[src/hw/rtl/atc_pkg.sv]
// Shared types, constants and tables of the affine transform composer.
package atc_pkg;

   localparam int FRAC_BITS_DEF    = 16;
   localparam int CORDIC_STEPS_DEF = 24;
   localparam int WORD_W           = 32;
   localparam int ANGLE_W          = 27;
   localparam int MODE_W           = 3;
   localparam int QUEUE_DEPTH      = 2;
   localparam int K_W              = 34;
   localparam int ACC_W            = 66;
   localparam int PC_W             = 5;

   // Fractions of a turn per degree and per radian, scaled by 2^36
   localparam logic [K_W-1:0]        TURN_PER_DEG = 34'd190887435;
   localparam logic [K_W-1:0]        TURN_PER_RAD = 34'd10937044409;
   localparam logic [31:0]           PI_Q30       = 32'd3373259426;
   localparam logic signed [33:0]    GAIN_Q30     = 34'sd652032874;

   localparam logic [MODE_W-1:0] MODE_IDENT = 3'd0;
   localparam logic [MODE_W-1:0] MODE_LOAD  = 3'd1;
   localparam logic [MODE_W-1:0] MODE_TRANS = 3'd2;
   localparam logic [MODE_W-1:0] MODE_ROT   = 3'd3;
   localparam logic [MODE_W-1:0] MODE_SCALE = 3'd4;

   // Microprogram entry points
   localparam logic [PC_W-1:0] PC_SCALE = 5'd0;
   localparam logic [PC_W-1:0] PC_ROT   = 5'd2;
   localparam logic [PC_W-1:0] PC_LOAD  = 5'd6;
   localparam logic [PC_W-1:0] PC_POST  = 5'd12;

   typedef enum logic [2:0] {
      CLS_IDENT, CLS_LOAD, CLS_TRANS, CLS_ROT, CLS_SCALE, CLS_NOP
   } class_type;

   typedef struct packed {
      class_type                  cls;
      logic signed [WORD_W-1:0]   px;
      logic signed [WORD_W-1:0]   py;
      logic signed [WORD_W-1:0]   ox;
      logic signed [WORD_W-1:0]   oy;
      logic signed [ANGLE_W-1:0]  angle;
      logic signed [WORD_W-1:0]   sx;
      logic signed [WORD_W-1:0]   sy;
   } cmd_type;

   typedef struct packed {
      logic                       start;
      logic                       degrees;
      logic signed [ANGLE_W-1:0]  angle;
   } cordic_req_type;

   typedef struct packed {
      logic                       done;
      logic signed [WORD_W-1:0]   cs;
      logic signed [WORD_W-1:0]   sn;
   } cordic_rsp_type;

   typedef enum logic [3:0] {
      OP_M0, OP_M1, OP_M2, OP_M3, OP_F0, OP_F1, OP_F2, OP_F3,
      OP_F4, OP_F5, OP_PX, OP_PY, OP_SX, OP_SY, OP_CS, OP_SN
   } op_sel_type;

   typedef enum logic [2:0] {
      BASE_ZERO, BASE_PX, BASE_PY, BASE_PXOX, BASE_PYOY, BASE_M4, BASE_M5, BASE_ACC
   } base_type;

   typedef enum logic [3:0] {
      DST_NONE, DST_F0, DST_F2, DST_F4, DST_F5,
      DST_N0, DST_N1, DST_N2, DST_N3, DST_N4, DST_N5
   } dest_type;

   typedef struct packed {
      op_sel_type a_sel;
      op_sel_type b_sel;
      base_type   base;
      logic       sub;
      dest_type   dest;
      logic       jump;
      logic       done;
   } uop_type;

   typedef enum logic [2:0] {
      C_IDLE, C_MUL_LO, C_MUL_HI, C_FOLD, C_SCALE, C_ITER, C_ROUND
   } cordic_state_type;

   typedef enum logic [2:0] {
      B_IDLE, B_CORDIC, B_MUL, B_ACC, B_COMMIT, B_OUT
   } back_state_type;

   function automatic logic [30:0] atan_q30(input logic [4:0] i);
      logic [30:0] v;
      case (i)
         5'd0:    v = 31'd843314857;
         5'd1:    v = 31'd497837829;
         5'd2:    v = 31'd263043837;
         5'd3:    v = 31'd133525159;
         5'd4:    v = 31'd67021687;
         5'd5:    v = 31'd33543516;
         5'd6:    v = 31'd16775851;
         5'd7:    v = 31'd8388437;
         5'd8:    v = 31'd4194283;
         5'd9:    v = 31'd2097149;
         5'd31:   v = 31'd0;
         default: v = 31'd1 << (5'd30 - i);
      endcase
      return v;
   endfunction

   function automatic logic signed [WORD_W-1:0] sat32(input logic signed [ACC_W-1:0] v);
      logic signed [ACC_W-1:0] hi;
      logic signed [ACC_W-1:0] lo;
      hi = {{(ACC_W-31){1'b0}}, {31{1'b1}}};
      lo = {{(ACC_W-31){1'b1}}, 31'd0};
      if (v > hi) return hi[WORD_W-1:0];
      if (v < lo) return lo[WORD_W-1:0];
      return v[WORD_W-1:0];
   endfunction

   function automatic uop_type mk(input op_sel_type a, input op_sel_type b, input base_type bs,
                                  input logic sub, input dest_type d, input logic jump,
                                  input logic done);
      uop_type u;
      u.a_sel = a;
      u.b_sel = b;
      u.base  = bs;
      u.sub   = sub;
      u.dest  = d;
      u.jump  = jump;
      u.done  = done;
      return u;
   endfunction

   // One product per step; the last step of each sum writes its destination
   function automatic uop_type uop_rom(input logic [PC_W-1:0] pc);
      uop_type u;
      case (pc)
         5'd0:    u = mk(OP_SX, OP_PX, BASE_PX,   1'b1, DST_F4,   1'b0, 1'b0);
         5'd1:    u = mk(OP_SY, OP_PY, BASE_PY,   1'b1, DST_F5,   1'b1, 1'b0);
         5'd2:    u = mk(OP_CS, OP_PX, BASE_PX,   1'b1, DST_NONE, 1'b0, 1'b0);
         5'd3:    u = mk(OP_SN, OP_PY, BASE_ACC,  1'b0, DST_F4,   1'b0, 1'b0);
         5'd4:    u = mk(OP_SN, OP_PX, BASE_PY,   1'b1, DST_NONE, 1'b0, 1'b0);
         5'd5:    u = mk(OP_CS, OP_PY, BASE_ACC,  1'b1, DST_F5,   1'b1, 1'b0);
         5'd6:    u = mk(OP_SX, OP_CS, BASE_ZERO, 1'b0, DST_F0,   1'b0, 1'b0);
         5'd7:    u = mk(OP_SX, OP_SN, BASE_ZERO, 1'b0, DST_F2,   1'b0, 1'b0);
         5'd8:    u = mk(OP_F0, OP_PX, BASE_PXOX, 1'b1, DST_NONE, 1'b0, 1'b0);
         5'd9:    u = mk(OP_F2, OP_PY, BASE_ACC,  1'b0, DST_N4,   1'b0, 1'b0);
         5'd10:   u = mk(OP_F2, OP_PX, BASE_PYOY, 1'b1, DST_NONE, 1'b0, 1'b0);
         5'd11:   u = mk(OP_F0, OP_PY, BASE_ACC,  1'b1, DST_N5,   1'b0, 1'b1);
         5'd12:   u = mk(OP_M0, OP_F0, BASE_ZERO, 1'b0, DST_NONE, 1'b0, 1'b0);
         5'd13:   u = mk(OP_M1, OP_F2, BASE_ACC,  1'b0, DST_N0,   1'b0, 1'b0);
         5'd14:   u = mk(OP_M0, OP_F1, BASE_ZERO, 1'b0, DST_NONE, 1'b0, 1'b0);
         5'd15:   u = mk(OP_M1, OP_F3, BASE_ACC,  1'b0, DST_N1,   1'b0, 1'b0);
         5'd16:   u = mk(OP_M2, OP_F0, BASE_ZERO, 1'b0, DST_NONE, 1'b0, 1'b0);
         5'd17:   u = mk(OP_M3, OP_F2, BASE_ACC,  1'b0, DST_N2,   1'b0, 1'b0);
         5'd18:   u = mk(OP_M2, OP_F1, BASE_ZERO, 1'b0, DST_NONE, 1'b0, 1'b0);
         5'd19:   u = mk(OP_M3, OP_F3, BASE_ACC,  1'b0, DST_N3,   1'b0, 1'b0);
         5'd20:   u = mk(OP_M0, OP_F4, BASE_M4,   1'b0, DST_NONE, 1'b0, 1'b0);
         5'd21:   u = mk(OP_M1, OP_F5, BASE_ACC,  1'b0, DST_N4,   1'b0, 1'b0);
         5'd22:   u = mk(OP_M2, OP_F4, BASE_M5,   1'b0, DST_NONE, 1'b0, 1'b0);
         5'd23:   u = mk(OP_M3, OP_F5, BASE_ACC,  1'b0, DST_N5,   1'b0, 1'b1);
         default: u = mk(OP_M0, OP_M0, BASE_ZERO, 1'b0, DST_NONE, 1'b0, 1'b1);
      endcase
      return u;
   endfunction

endpackage

[src/hw/rtl/atc_front.sv]
// Front end: accepts commands, classifies the mode and queues them for the back end.
module atc_front (
   input  logic                          clock,
   input  logic                          reset,
   input  logic                          req_valid,
   output logic                          req_ready,
   input  logic [atc_pkg::MODE_W-1:0]    req_mode,
   input  logic signed [31:0]            req_point_x,
   input  logic signed [31:0]            req_point_y,
   input  logic signed [31:0]            req_offset_x,
   input  logic signed [31:0]            req_offset_y,
   input  logic signed [26:0]            req_angle,
   input  logic signed [31:0]            req_scale_x,
   input  logic signed [31:0]            req_scale_y,
   output logic                          q_valid,
   output atc_pkg::cmd_type              q_cmd,
   input  logic                          q_pop
);
   import atc_pkg::*;

   localparam int PTR_W = $clog2(QUEUE_DEPTH);
   localparam int CNT_W = $clog2(QUEUE_DEPTH + 1);

   cmd_type          q_ff [QUEUE_DEPTH];
   logic [PTR_W-1:0] wr_ptr_ff, wr_ptr_in;
   logic [PTR_W-1:0] rd_ptr_ff, rd_ptr_in;
   logic [CNT_W-1:0] count_ff, count_in;
   cmd_type          cmd_new;
   logic             push;
   logic             pop;

   always_comb begin
      unique case (req_mode)
         MODE_IDENT: cmd_new.cls = CLS_IDENT;
         MODE_LOAD:  cmd_new.cls = CLS_LOAD;
         MODE_TRANS: cmd_new.cls = CLS_TRANS;
         MODE_ROT:   cmd_new.cls = CLS_ROT;
         MODE_SCALE: cmd_new.cls = CLS_SCALE;
         default:    cmd_new.cls = CLS_NOP;
      endcase
      cmd_new.px    = req_point_x;
      cmd_new.py    = req_point_y;
      cmd_new.ox    = req_offset_x;
      cmd_new.oy    = req_offset_y;
      cmd_new.angle = req_angle;
      cmd_new.sx    = req_scale_x;
      cmd_new.sy    = req_scale_y;
   end

   assign req_ready = (count_ff != CNT_W'(QUEUE_DEPTH));
   assign push      = req_valid && req_ready;
   assign q_valid   = (count_ff != '0);
   assign pop       = q_pop && q_valid;
   assign q_cmd     = q_ff[rd_ptr_ff];

   always_comb begin
      wr_ptr_in = push ? PTR_W'(wr_ptr_ff + 1'b1) : wr_ptr_ff;
      rd_ptr_in = pop ? PTR_W'(rd_ptr_ff + 1'b1) : rd_ptr_ff;
      count_in  = CNT_W'(count_ff + CNT_W'(push) - CNT_W'(pop));
   end

   always_ff @(posedge clock) begin
      if (reset) begin
         wr_ptr_ff <= '0;
         rd_ptr_ff <= '0;
         count_ff  <= '0;
      end else begin
         wr_ptr_ff <= wr_ptr_in;
         rd_ptr_ff <= rd_ptr_in;
         count_ff  <= count_in;
      end
      if (push) begin
         q_ff[wr_ptr_ff] <= cmd_new;
      end
   end

endmodule

[config.mk]
export PLATFORM = sky130hd
export DESIGN_NAME = atc_front
export DESIGN_NICKNAME = d
export VERILOG_FILES = /design/src/hw/rtl/atc_pkg.sv /design/src/hw/rtl/atc_front.sv
export SDC_FILE = /design/constraint.sdc
export NUM_CORES = 1
export LEC_CHECK = 0
export ABC_AREA = 1
export BUFFER_PORTS_ARGS = -buffer_cell sky130_fd_sc_hd__buf_2
export CORE_UTILIZATION = 53
export CTS_CLUSTER_DIAMETER = 60
export DETAILED_ROUTE_END_ITERATION = 8
export GPL_TIMING_DRIVEN = 0
export MAX_ROUTING_LAYER = met4
export PLACE_DENSITY = 0.87
export SLEW_MARGIN = 10
export SYNTH_ARGS = -nofsm -noshare
export SYNTH_HDL_FRONTEND = slang
export SYNTH_SLANG_ARGS = --single-unit
[constraint.sdc]
create_clock -name clock -period 13.6 [get_ports clock]
set_input_delay 1.36 -clock clock [delete_from_list [all_inputs] [get_ports clock]]
set_output_delay 1.36 -clock clock [all_outputs]
set_load 0.05 [all_outputs]
==> metrics <==
layout cells sized above 1 between 60% and 70%; Post-Route Setup TNS 0 ps; total global-route track usage a little over a fifth; Worst Path Required around 12000 ps; Max Root-Sink Buffers 3; WS Path Type flop to output port; Peak VDD IR 0.171 mV; CP Capture Type output port; Slew HR a little under half; clock sinks 449; DR pass1 iterations 4; met3 routed WL ~2800 µm; routed via count about 9000; crit share post-route between 20% and 30%; Pwr Density 220 nW/µm²; drt wl/cell around 21 µm; die area between 30000 and 40000 µm²; IO Count 450; vias per cell a little over 5; Synth area leaders edfxtp_1 (78%), mux2_4 (16%), mux2_2 (2.8%); worst skew pair latency between 500 and 600 ps; register area share after synthesis between 70 and 80%; hold crit path type flop to flop; TritonCTS clock tree yes; status finished clean; DRT iter0 DRCs about 470; antenna violations before repair 10; Cell variety after synth 18; I/O Buffers about 450; Overflow after GRT 0; Layout Skew around 9.6 ps; post-synth top area share between 70% and 80%; syn_area_per_cell 23.3 µm²; first-pass GRT wire length between 50000 and 60000 µm; routed wl met2 18800 µm; Core ar. between 30000 and 40000 µm²; total number of H-tree levels 2; Die Y between 150 and 200 µm; Residual DRC 0; largest net degree at the start of global routing 31; Cell Rows 65; hold_ws roughly 510 ps; Yosys warnings 0; Startpoint Class flop; Tmin final 3400 ps; die width 181 µm; measured slew at the worst slew-check pin between 800 and 900 ps; highest layer used for signal routing met4; PostCTS Resize Cnt 0; Util after Layout 68.9%; Syn Nets 958; flops & latches, synth 449; cell count after synthesis around 730; # hold bufs at CTS 0; Final nets 1472; Leak around 8.6 nW; fin area 21800 µm²; wl on met1 12500 µm; final hold violations 0; fmax 0.295 GHz; final setup fails 0; r2r endpoint q_ff[0][118]$_DFFE_PP_; number of global-route vias before repair between 9000 and 10000; Reg-to-Reg Start count_ff[0]$_SDFF_PP0_; WHS Path Cells 2; area grow syn2layout 27.7%; Hold Startpoint rd_ptr_ff$_SDFFE_PP0P_; Mapped Area 17100 µm²; Placer Congestion between 0.7 and 0.8; Critical Path AT between 2000 and 2500 ps; Root Driver clkbuf_16; setup bufs post-CTS 0; clock-pin slew on the worst setup and hold paths 60 ps; Routed Antenna Nets 0; Initial Util approximately 54%; count of pins over their slew limit 0; post-DP HPWL between 20000 and 25000 µm; post-synth top area cell edfxtp_1; FF-to-FF setup slack around 11000 ps; Num CTS Buffers 47; final WL ~35000 µm; Worst R2R Path Depth 8; placed cell area 20200 µm²; unrepaired setup endpoints after global routing false; CP Max Fanout 10; number of max-cap violations 0; Tot Pwr about 4.8 mW
[Yosys cell counts (all sizes together)]
master / instances
clkbuf: 1
buf: 25
xnor2: 1
nor3: 1
nand3: 1
mux2: 222
nand2: 8
edfxtp: 444
nor2: 10
dfxtp: 5
a21o: 1
ha: 1
a21oi: 2
inv: 9
[critical path: stages (launching register included)]
cell	delay (ps)
dfxtp_1	330
buf_6	160
buf_6	190
buf_6	230
mux2_4	340
buf_2	220
[worst max path at each step]
stage	start	cells after the start	slack, ps	endpoint
2_1_floorplan	req_valid	2	2030	q_ff[1][0]$_DFFE_PP_
3_5_place_dp	req_valid	7	9930	q_ff[1][65]$_DFFE_PP_
3_3_place_gp	req_valid	3	-2670	q_ff[1][52]$_DFFE_PP_
6_report	flop	5	10200	q_cmd[193]
4_1_cts	flop	5	10160	q_cmd[193]
5_1_grt	flop	5	10130	q_cmd[193]
[metal layers]
metal	up-vias	track usage [%]
li1	3949	-
met1	4328	22.7
met2	391	38.2
met3	82	6.14
met4	0	8.85
met5	-	-
[cells in the final DEF (no fill, tap or decap), types with 7 or more instances in the layout]
cell       Yosys  layout
buf_12         1      11
buf_2          4     453
buf_6         10      10
buf_8         10      10
clkbuf_16      0      49
clkinv_1       0       8
clkinv_2       0       7
diode_2        0      10
edfxtp_1     444     444
inv_1          9       9
mux2_2        42      42
mux2_4       180     180
nand2_1        8       8
nor2_1        10       8
[where the power goes]
| group | switching [mW] | internal [mW] |
|---|---|---|
| combinational | 1.16 | 0.552 |
| sequential | 0.0505 | 1.75 |
| clock | 0.507 | 0.764 |
[through the flow]
stage,worst slack [ps],instances
2_1_floorplan,2030,731
3_3_place_gp,-2670,1582
3_5_place_dp,9930,1598
4_1_cts,10160,1682
5_1_grt,10130,1692
6_report,10200,1692
[flip-flops by register name (all words and copies together), names as in the netlist, named ones only]
name and cells:
q_ff 444, count_ff 2, rd_ptr_ff 1, wr_ptr_ff 1
[cell families after synthesis]
kind of cell	Yosys count	share of synthesized area [%]
AND/OR/NAND/NOR	20	0.455
adder cells (fa/ha/maj)	1	0.0733
multiplexers	222	18.6
XOR/XNOR	1	0.0513
AO/OA/AOI/OAI	3	0.103
flip-flops	449	78.7
buffers and inverters	35	1.99
[layout make-up]
| class | instances | area (µm²) |
|---|---|---|
| multi-input cells | 247 | 3310 |
| well taps | 402 | 503 |
| clock buffers | 55 | 1270 |
| repair buffers | 465 | 2610 |
| fillers | 1955 | 9850 |
| clock inverters | 29 | 300 |
| plain buffers | 26 | 307 |
| flip-flops and latches | 449 | 13400 |
| inverters | 9 | 33.8 |
| diodes | 10 | 25.0 |
Power figures use the tool's default switching activity.
